### config.mk
export PLATFORM = sky130hd
export DESIGN_NAME = wav_pcm16_stream_parser
export DESIGN_NICKNAME = d
export VERILOG_FILES = /design/src/hw/rtl/wavp_pkg.sv /design/src/hw/rtl/wavp_parse.sv /design/src/hw/rtl/wavp_outq.sv /design/src/hw/rtl/wav_pcm16_stream_parser.sv
export SDC_FILE = /design/constraint.sdc
export NUM_CORES = 1
export LEC_CHECK = 0
export BUFFER_PORTS_ARGS = -buffer_cell sky130_fd_sc_hd__buf_2
export CAP_MARGIN = 20
export CORE_MARGIN = 4
export CORE_UTILIZATION = 60
export CTS_CLUSTER_DIAMETER = 40
export DETAILED_ROUTE_END_ITERATION = 16
export GPL_TIMING_DRIVEN = 0
export PLACE_DENSITY_LB_ADDON = 0.2
export SETUP_SLACK_MARGIN = 0.3
export SKIP_LAST_GASP = 1
export SYNTH_ARGS = -nofsm -noshare
export SYNTH_HDL_FRONTEND = slang
export SYNTH_SLANG_ARGS = --single-unit
export TNS_END_PERCENT = 20
### constraint.sdc
create_clock -name i_clk -period 7.9 [get_ports i_clk]
set_input_delay 2.37 -clock i_clk [delete_from_list [all_inputs] [get_ports i_clk]]
set_output_delay 2.37 -clock i_clk [all_outputs]
set_load 0.01 [all_outputs]
### src/hw/rtl/wavp_pkg.sv
// Shared types, phase codes, chunk ids and status codes for the WAV PCM16 stream parser.
package wavp_pkg;

    typedef struct packed {
        logic [7:0] data_byte;
        logic       end_of_stream;
    } t_in_item;

    typedef struct packed {
        logic               kind;
        logic signed [15:0] sample;
        logic [2:0]         status;
        logic [15:0]        channel_count;
        logic [31:0]        rate_hz;
    } t_out_item;

    typedef struct packed {
        logic [1:0] count;
        t_out_item  first;
        t_out_item  second;
    } t_res;

    typedef enum logic [2:0] {
        PH_HEADER,
        PH_CHUNK,
        PH_FMT,
        PH_SKIP,
        PH_DATA,
        PH_IGNORE
    } t_phase;

    localparam logic [31:0] ID_RIFF = 32'h5249_4646;
    localparam logic [31:0] ID_WAVE = 32'h5741_5645;
    localparam logic [31:0] ID_FMT  = 32'h666D_7420;
    localparam logic [31:0] ID_DATA = 32'h6461_7461;

    localparam logic [31:0] DEFAULT_RATE     = 32'd44100;
    localparam logic [15:0] DEFAULT_CHANNELS = 16'd1;
    localparam logic [15:0] FMT_PCM          = 16'd1;
    localparam logic [15:0] PCM_BITS         = 16'd16;
    localparam logic [31:0] FMT_FIELD_BYTES  = 32'd16;

    localparam logic KIND_SAMPLE = 1'b0;
    localparam logic KIND_END    = 1'b1;

    localparam logic [2:0] ST_OK        = 3'd0;
    localparam logic [2:0] ST_NOT_RIFF  = 3'd1;
    localparam logic [2:0] ST_NOT_PCM16 = 3'd2;
    localparam logic [2:0] ST_NO_DATA   = 3'd3;
    localparam logic [2:0] ST_TRUNCATED = 3'd4;

endpackage

### src/hw/rtl/wavp_parse.sv
// Byte-wise RIFF/WAVE chunk walker: parser state and the result items of each byte.
module wavp_parse
    import wavp_pkg::*;
(
    input  logic     i_clk,
    input  logic     i_rst_n,
    input  logic     i_accept,
    input  t_in_item i_item,
    output t_res     o_res
);

    t_phase      r_phase, n_phase;
    logic [3:0]  r_bc, n_bc;
    logic [31:0] r_cr, n_cr;
    logic [31:0] r_id, n_id;
    logic        r_hok, n_hok;
    logic [15:0] r_fmt, n_fmt;
    logic [15:0] r_bits, n_bits;
    logic [15:0] r_ch, n_ch;
    logic [31:0] r_rate, n_rate;
    logic [7:0]  r_low, n_low;

    logic [7:0]  b;
    logic        eos;
    logic        has_sample;
    logic        has_end;
    logic        proc_end;
    logic [2:0]  end_status;
    t_out_item   smp_item;
    t_out_item   end_item;

    assign b   = i_item.data_byte;
    assign eos = i_item.end_of_stream;

    always_comb begin
        n_phase = r_phase;
        n_bc    = r_bc;
        n_cr    = r_cr;
        n_id    = r_id;
        n_hok   = r_hok;
        n_fmt   = r_fmt;
        n_bits  = r_bits;
        n_ch    = r_ch;
        n_rate  = r_rate;
        n_low   = r_low;
        case (r_phase)
            PH_HEADER: begin
                n_id = {r_id[23:0], b};
                if (r_bc == 4'd3 && n_id != ID_RIFF) begin
                    n_hok = 1'b0;
                end
                if (r_bc == 4'd11 && n_id != ID_WAVE) begin
                    n_hok = 1'b0;
                end
                n_bc = r_bc + 4'd1;
                if (r_bc == 4'd11) begin
                    n_bc    = '0;
                    n_phase = n_hok ? PH_CHUNK : PH_IGNORE;
                end
            end
            PH_CHUNK: begin
                case (r_bc)
                    4'd0, 4'd1, 4'd2, 4'd3: n_id = {r_id[23:0], b};
                    4'd4:    n_cr = {24'd0, b};
                    4'd5:    n_cr[15:8] = b;
                    4'd6:    n_cr[23:16] = b;
                    4'd7:    n_cr[31:24] = b;
                    default: n_cr = r_cr;
                endcase
                n_bc = r_bc + 4'd1;
                if (r_bc == 4'd7) begin
                    n_bc = '0;
                    if (n_id == ID_FMT && n_cr >= FMT_FIELD_BYTES) begin
                        n_phase = PH_FMT;
                    end else if (n_id == ID_DATA) begin
                        n_phase = (n_cr == '0) ? PH_IGNORE : PH_DATA;
                    end else if (n_cr != '0) begin
                        n_phase = PH_SKIP;
                    end
                end
            end
            PH_FMT: begin
                case (r_bc)
                    4'd0:    n_fmt = {8'd0, b};
                    4'd1:    n_fmt[15:8] = b;
                    4'd2:    n_ch = {8'd0, b};
                    4'd3:    n_ch[15:8] = b;
                    4'd4:    n_rate = {24'd0, b};
                    4'd5:    n_rate[15:8] = b;
                    4'd6:    n_rate[23:16] = b;
                    4'd7:    n_rate[31:24] = b;
                    4'd14:   n_bits = {8'd0, b};
                    4'd15:   n_bits[15:8] = b;
                    default: n_fmt = r_fmt;
                endcase
                n_bc = r_bc + 4'd1;
                if (r_bc == 4'd15) begin
                    n_bc = '0;
                    n_cr = r_cr - FMT_FIELD_BYTES;
                    if (n_fmt != FMT_PCM || n_bits != PCM_BITS) begin
                        n_phase = PH_IGNORE;
                    end else if (n_cr == '0) begin
                        n_phase = PH_CHUNK;
                    end else begin
                        n_phase = PH_SKIP;
                    end
                end
            end
            PH_SKIP: begin
                n_cr = r_cr - 32'd1;
                if (r_cr == 32'd1) begin
                    n_bc    = '0;
                    n_phase = PH_CHUNK;
                end
            end
            PH_DATA: begin
                if (!r_bc[0]) begin
                    n_low = b;
                end
                n_bc = r_bc + 4'd1;
                n_cr = r_cr - 32'd1;
                if (r_cr == 32'd1) begin
                    n_phase = PH_IGNORE;
                end
            end
            default: begin
                n_phase = r_phase;
            end
        endcase
    end

    always_comb begin
        has_sample = (r_phase == PH_DATA) && r_bc[0];
        proc_end   = (r_phase != PH_IGNORE) && (n_phase == PH_IGNORE);
        has_end    = proc_end || (eos && n_phase != PH_IGNORE);
        if (proc_end) begin
            case (r_phase)
                PH_HEADER: end_status = ST_NOT_RIFF;
                PH_FMT:    end_status = ST_NOT_PCM16;
                default:   end_status = ST_OK;
            endcase
        end else begin
            case (n_phase)
                PH_HEADER: end_status = ST_NOT_RIFF;
                PH_FMT:    end_status = ST_NOT_PCM16;
                PH_DATA:   end_status = ST_TRUNCATED;
                default:   end_status = ST_NO_DATA;
            endcase
        end

        smp_item               = '0;
        smp_item.kind          = KIND_SAMPLE;
        smp_item.sample        = $signed({b, r_low});

        end_item               = '0;
        end_item.kind          = KIND_END;
        end_item.status        = end_status;
        end_item.channel_count = (end_status == ST_OK) ? n_ch : '0;
        end_item.rate_hz       = (end_status == ST_OK) ? n_rate : '0;

        o_res = '0;
        if (has_sample) begin
            o_res.first  = smp_item;
            o_res.second = end_item;
            o_res.count  = has_end ? 2'd2 : 2'd1;
        end else begin
            o_res.first  = end_item;
            o_res.count  = has_end ? 2'd1 : 2'd0;
        end
        if (!i_accept) begin
            o_res.count = 2'd0;
        end
    end

    always_ff @(posedge i_clk) begin
        if (!i_rst_n || (i_accept && eos)) begin
            r_phase <= PH_HEADER;
            r_bc    <= '0;
            r_cr    <= '0;
            r_id    <= '0;
            r_hok   <= 1'b1;
            r_fmt   <= '0;
            r_bits  <= '0;
            r_ch    <= DEFAULT_CHANNELS;
            r_rate  <= DEFAULT_RATE;
            r_low   <= '0;
        end else if (i_accept) begin
            r_phase <= n_phase;
            r_bc    <= n_bc;
            r_cr    <= n_cr;
            r_id    <= n_id;
            r_hok   <= n_hok;
            r_fmt   <= n_fmt;
            r_bits  <= n_bits;
            r_ch    <= n_ch;
            r_rate  <= n_rate;
            r_low   <= n_low;
        end
    end

    a_ignore_silent: assert property (@(posedge i_clk) disable iff (!i_rst_n)
        (i_accept && r_phase == PH_IGNORE) |-> (o_res.count == 2'd0))
        else $error("result produced while ignoring trailing bytes");

    a_data_nonempty: assert property (@(posedge i_clk) disable iff (!i_rst_n)
        (r_phase == PH_DATA || r_phase == PH_SKIP) |-> (r_cr != '0))
        else $error("data or skip phase with no bytes left");

endmodule

### src/hw/rtl/wavp_outq.sv
// Result queue that takes up to two items per cycle and presents one per transfer.
module wavp_outq
    import wavp_pkg::*;
#(
    parameter int DEPTH = 4
) (
    input  logic      i_clk,
    input  logic      i_rst_n,
    input  t_res      i_push,
    output logic      o_room,
    output logic      o_valid,
    input  logic      i_stall,
    output t_out_item o_item
);

    localparam int PW = $clog2(DEPTH);
    localparam int CW = $clog2(DEPTH + 1);

    t_out_item r_mem [DEPTH];

    logic [PW-1:0] r_head, n_head;
    logic [PW-1:0] r_tail, n_tail;
    logic [CW-1:0] r_count, n_count;
    logic [PW-1:0] tail1;
    logic [PW-1:0] tail2;
    logic          pop;

    function automatic logic [PW-1:0] f_inc(input logic [PW-1:0] p);
        f_inc = (p == PW'(DEPTH - 1)) ? '0 : p + PW'(1);
    endfunction

    assign tail1   = f_inc(r_tail);
    assign tail2   = f_inc(tail1);
    assign o_valid = (r_count != '0);
    assign o_item  = r_mem[r_head];
    assign pop     = o_valid && !i_stall;
    assign o_room  = (r_count <= CW'(DEPTH - 2));

    always_comb begin
        n_head  = pop ? f_inc(r_head) : r_head;
        n_count = r_count + CW'(i_push.count) - CW'(pop);
        case (i_push.count)
            2'd1:    n_tail = tail1;
            2'd2:    n_tail = tail2;
            default: n_tail = r_tail;
        endcase
    end

    always_ff @(posedge i_clk) begin
        if (i_push.count != 2'd0) begin
            r_mem[r_tail] <= i_push.first;
        end
        if (i_push.count == 2'd2) begin
            r_mem[tail1] <= i_push.second;
        end
    end

    always_ff @(posedge i_clk) begin
        if (!i_rst_n) begin
            r_head  <= '0;
            r_tail  <= '0;
            r_count <= '0;
        end else begin
            r_head  <= n_head;
            r_tail  <= n_tail;
            r_count <= n_count;
        end
    end

    a_count_bound: assert property (@(posedge i_clk) disable iff (!i_rst_n)
        r_count <= CW'(DEPTH))
        else $error("result queue overflow");

    a_push_room: assert property (@(posedge i_clk) disable iff (!i_rst_n)
        (i_push.count != 2'd0) |-> o_room)
        else $error("results pushed without room for two");

endmodule

### src/hw/rtl/wav_pcm16_stream_parser.sv
// Top level of the WAV PCM16 stream parser: byte parser feeding a result queue.
// Takes one byte of a RIFF/WAVE file per cycle and returns signed 16-bit samples
// followed by one end item carrying status, channel count and sample rate. Every
// byte is handled in the cycle it is accepted, so while the result queue has room
// the sustained rate is one byte per cycle; a byte may yield two results (last
// sample plus end item), which enter a QUEUE_DEPTH-entry result queue together.
// Input stalls whenever that queue has fewer than two free entries, so a stalled
// output side stops input after QUEUE_DEPTH-1 pending results.
module wav_pcm16_stream_parser
    import wavp_pkg::*;
#(
    parameter int QUEUE_DEPTH = 4
) (
    input  logic      i_clk,
    input  logic      i_rst_n,
    input  logic      i_valid,
    output logic      o_stall,
    input  t_in_item  i_item,
    output logic      o_valid,
    input  logic      i_stall,
    output t_out_item o_item
);

    logic accept;
    logic room;
    t_res res;

    assign o_stall = !room;
    assign accept  = i_valid && room;

    wavp_parse u_parse (
        .i_clk    (i_clk),
        .i_rst_n  (i_rst_n),
        .i_accept (accept),
        .i_item   (i_item),
        .o_res    (res)
    );

    wavp_outq #(
        .DEPTH (QUEUE_DEPTH)
    ) u_outq (
        .i_clk   (i_clk),
        .i_rst_n (i_rst_n),
        .i_push  (res),
        .o_room  (room),
        .o_valid (o_valid),
        .i_stall (i_stall),
        .o_item  (o_item)
    );

endmodule
# [Word-level counts from Yosys, hierarchy flattened]
# Memory sizes are Yosys's and may differ from the RTL's. A register that Yosys moved wholly into a read port is not among the register bits.
# Cells that the tools add are included.
[op_classes] addsub=8 mul=0 div_mod_pow=0 n_lt_le_gt_ge=2 eq_ne=33 n_shift=0 mux=70 bitwise=1 n_reduce_logical=36
[op_table] cell="$mux 32" count=5
[op_table] cell="$pmux 8 s2" count=9
[op_table] cell="$mux 8" count=13
[op_table] cell="$pmux 32 s3" count=1
[op_table] cell="$mux 70" count=1
[op_table] cell="$mux 68" count=1
[op_table] cell="$eq 32x31->1 const B" count=2
[op_table] cell="$logic_not 32->1" count=2
[op_table] cell="$ne 32x31->1 const B" count=2
[op_table] cell="$pmux 32 s2" count=1
[op_table] cell="$mux 3" count=11
[op_table] cell="$eq 32x1->1 const B" count=1
[op_table] cell="$ge 32x5->1 const B" count=1
[op_table] cell="$mux 16" count=2
[op_table] cell="$reduce_bool 32->1" count=1
[op_table] cell="$sub 32x1->32 const B" count=1
[op_table] cell="$sub 32x5->32 const B" count=1
[op_table] cell="$pmux 4 s5" count=1
[op_table] cell="$eq 4x3->1 const B" count=4
[op_table] cell="$mux 2" count=8
[op_table] cell="$mux 4" count=4
[op_table] cell="$ne 16x1->1 const B" count=1
[op_table] cell="$ne 16x5->1 const B" count=1
[op_table] cell="$pmux 3 s5" count=1
[op_table] cell="31 further kinds" count=75
[totals] ff_bits=167 latchBits=0 ram_bits=272 romBits=0 out_inout_bits=70 wordCells=164 mem_count=1
[memory_table] name="u_outq.r_mem" depth=4 width=68 read_ports=1 rd_clocked_by_memory_dff=1 wr=2 line="wavp_outq.sv:19" text="t_out_item r_mem [DEPTH];"

# [Longest topological paths before layout]
[depth] depth_word=19 ltp_mapped=25

# [Cells and area by module]
# Synthesis repeated with hierarchy kept, for this count alone.
[unflattened] hier_cells=2107 area_unflattened_um2=24031.8
[modules_own_cells] mod="wavp_outq" n_inst=1 cells_each=727 area_per_inst_um2=13690.6 seq_area_each_um2=8348.0
[modules_own_cells] mod="wavp_parse" n_inst=1 cells_each=1378 area_per_inst_um2=10331.2 seq_area_each_um2=3203.1
[modules_own_cells] mod="wav_pcm16_stream_parser" n_inst=1 cells_each=2 area_per_inst_um2=10.0 seq_area_each_um2=0.0

# [Worst setup path after synthesis]
# OpenSTA, ideal clock, no wires.
[synth_path] path_type="input port to flip-flop" from="input i_item[1] (netlist name)" to="memory u_outq.r_mem[0][0] (netlist name), enable pin" setup_time_ps=406 t_arrival_ps=6568 path_slack_ps=926 cell_stages=16 cell_sequence="or4_1 > a222oi_1 > nand3_1 > nor4_1 > o21bai_2 > nand3_2 > a21oi_1 > o21a_1 > ha_1 > nand2_1 > ha_1 > clkbuf_1 > clkbuf_1 > a21oi_1 > clkbuf_1 > inv_1"
[synth_lines] element="start, declared" line="wav_pcm16_stream_parser.sv:18" text="input t_in_item i_item,"
[synth_lines] element="end, declared" line="wavp_outq.sv:19"

==> metrics.cfg <==
[status]
status=complete, no violations

[power]
power.total_w=0.00609
vdd.ir_drop.worst_mv=0.242
leakagePower_nw=8.49
p_per_area_nw_per_um2=247

[run]
cap_violations=0

[yosys]
synth_warnings=0
netlist_area_sq_um=21600
yosysUniqueCellTypes=86
ys_seq_elements=441
synth-seq-area-share_pct=50.5
synth_edf_count=208
synth_nets=2164
synth-main-ff-cell=dfxtp_1
async_flop_share_pct=0
syn_area_per_cell_sq_um=10.2
syn_inst=2127

[critical_path]
critPathLaunchType=input port
r2r-start=u_parse.r_bc[0]
worstSetupEndpointType=flip-flop
cp.arrival_ns=7.72
worstPathMaxFanout=28
reg2regPathDepth=20
critPathKind=in2reg
regToRegSetupSlack_ns=1.35
r2r-end=u_outq.r_mem[1][19]
cp_data_required_time_ns=8.25

[clock_network]
cts_tree=yes
htreeDepth=2
numCtsBuffers=57
clk_path_buf_depth=3
clockRootBuffer=clkbuf_16
cts.clk_slew.worst_paths_ns=0.06
clk_latency_ns=0.62
cts_setup_buffers=0
clock_sinks=441

[place]
port_buffers=82
placed_cells=2674
hpwl_um=46800
place_area_sq_um=22700
gp_congestion=0.999
place_ws_ns=-0.416

[floorplan]
die-area_sq_um=39100
initial_core_util_pct=60.8
core_area_sq_um=35600
die_x_um=198
ioPinCount=83
die_h_um=198
rows=69

[timing]
relSlewSlack_pct=24.2
rsz0062_at_grt=no
fmax_mhz=136
finalHoldViolations=0
skew_ns=0.0239
fin_crit_sh_pct=93.2
setup_viol=0
setup_tns_ns=0
fin_ws_ns=0.535
finalCriticalPeriod_ns=7.37
maxSlewViolCount=0
worst_pin_slew_ns=1.13

[routing]
via_per_inst=6.78
drc=0
drt_iter0_markers=2252
via_count=18900
detail-route-antenna-nets=0
avgRoutedWirePerCell_um=24.5
routed_wl_um=68100
first_pass_iters=8

[layout]
area_delta_synth_final_pct=14.2
drive_gt1_share_pct=13.8
final_common_cell=dfxtp_1
num-nets-final=2309
design_area_sq_um=24700
final_cell_mix=233 x dfxtp_1, 229 x nand2_1, 228 x nor3_1
final_cells=2783

[global_route]
grtUsageTotal_pct=34.2
grt_pass1_wl_um=106000
grt_pass1_vias=18300
gr-total-overflow=0
grt_max_degree=31
antenna_found_initial=0

[worst_hold_path]
whs_endpoint=u_parse.r_hok
min-delay-start=u_parse.r_hok
hold_depth=2
hold_class=reg2reg

==> area by class of cell <==
cell class,count,area [sq um]
Timing Repair Buffer,86,490
Multi-Input combinational cell,1456,9700
Inverter,29,124
Fill cell,2653,10900
Clock inverter,42,428
Sequential cell,441,10900
Antenna cell,1,2.50
Buffer,201,930
Tap cell,461,577
Clock buffer,66,1530
==> routing by layer <==
layer | vias to the layer above | wire, um | track usage, %
met5 | - | 0 | 0
met4 | 0 | 2780 | 13.5
met3 | 210 | 7340 | 6.24
met2 | 1200 | 31900 | 55.1
met1 | 9141 | 26100 | 46.5
li1 | 8331 | - | -
==> synthesized netlist by cell type, types with 12 or more instances <==
cell type	count	area share, %
dfxtp_1	233	22
nand2_1	229	4.0
nor3_1	229	5.3
edfxtp_1	208	29
clkbuf_1	162	2.8
nor2_1	151	2.6
a21oi_1	127	2.9
a22oi_1	88	3.1
o21ai_0	74	1.7
a22o_1	72	2.9
mux4_2	68	7.1
nand3_1	34	0.79
mux2i_1	32	1.5
nand4_1	28	0.81
inv_1	27	0.47
and2_1	26	0.75
ha_1	23	1.3
buf_6	21	1.1
nor4_1	17	0.49
a31oi_1	15	0.43
or3_1	15	0.43
o22ai_1	14	0.41
and3_1	13	0.38
nor2b_1	12	0.35
==> report_power, final <==
part           switching [W]  internal (W)  total (W)
Sequential         0.0000409       0.00246    0.00250
Clock                0.00109       0.00155    0.00265
Combinational       0.000603      0.000344   0.000947
Total                0.00174       0.00436    0.00609
==> timing repair <==
item / in CTS / in global routing
hold buffers: 0 / 0
endpoints found under the setup margin: 108 / 222
gates cloned: 0 / 0
pin swaps: 0 / 0
gates resized for setup: 0 / 20
==> worst max-delay path, stage by stage <==
cell and delay [ns]:
buf_2 0.16, clkbuf_1 0.49, nand2_1 0.23, nand4_1 0.16
nor4_2 0.33, nand4_1 0.38, o2111ai_1 0.40, nand3_2 0.23
a21oi_1 0.19, o21a_1 0.20, ha_1 0.15, nand2_1 0.11
ha_1 0.23, clkbuf_1 0.18, clkbuf_2 0.25, a21oi_2 0.47
clkbuf_1 0.60, inv_6 0.26, buf_12 0.27
==> registers in the layout (all words and copies together), names as in the netlist, named ones only <==
name / flops
u_parse.r_rate: 32
u_parse.r_hok: 1
u_parse.r_bits: 16
u_parse.r_fmt: 16
u_outq.r_tail: 2
u_parse.r_phase: 3
u_parse.r_bc: 4
u_parse.r_cr: 32
u_parse.r_ch: 16
u_parse.r_low: 8
u_outq.r_count: 3
u_outq.r_head: 2
u_parse.r_id: 32
u_outq.r_mem: 272
==> worst max path at each step <==
stage / start / to / slack (ns) / depth (start not counted)
5_1_grt: i_item[3] / u_outq.r_mem[3][28] / 0.29 / 20
4_1_cts: i_item[8] / u_outq.r_mem[1][19] / 0.18 / 20
3_5_place_dp: i_item[8] / u_outq.r_mem[3][19] / -0.42 / 20
3_3_place_gp: i_item[8] / u_outq.r_mem[1][12] / -1.21 / 18
2_1_floorplan: i_item[1] / u_outq.r_mem[0][0] / 0.93 / 16
6_report: i_item[6] / u_outq.r_mem[1][19] / 0.53 / 19
==> kinds of logic after synthesis <==
kind of cell / count (synthesis) / synth area share [%]
adder cells (fa/ha/maj): 24 / 1.42
XOR/XNOR: 14 / 0.567
multiplexers: 101 / 8.62
flip-flops: 441 / 50.5
AND/OR/NAND/NOR: 839 / 19.2
AO/OA/AOI/OAI: 478 / 14.9
buffers and inverters: 230 / 4.79
==> through the flow <==
| stage | hold slack, ns | util [%] |
|---|---|---|
| after detailed placement | 0.440 | 63.8 |
| after global routing | 0.466 | 69.4 |
| after floorplan | 0.416 | - |
| after CTS | 0.449 | 69.3 |
| final | 0.449 | 69.4 |
| after global placement | 0.436 | 63.6 |
(Power assumes the default switching activity.)
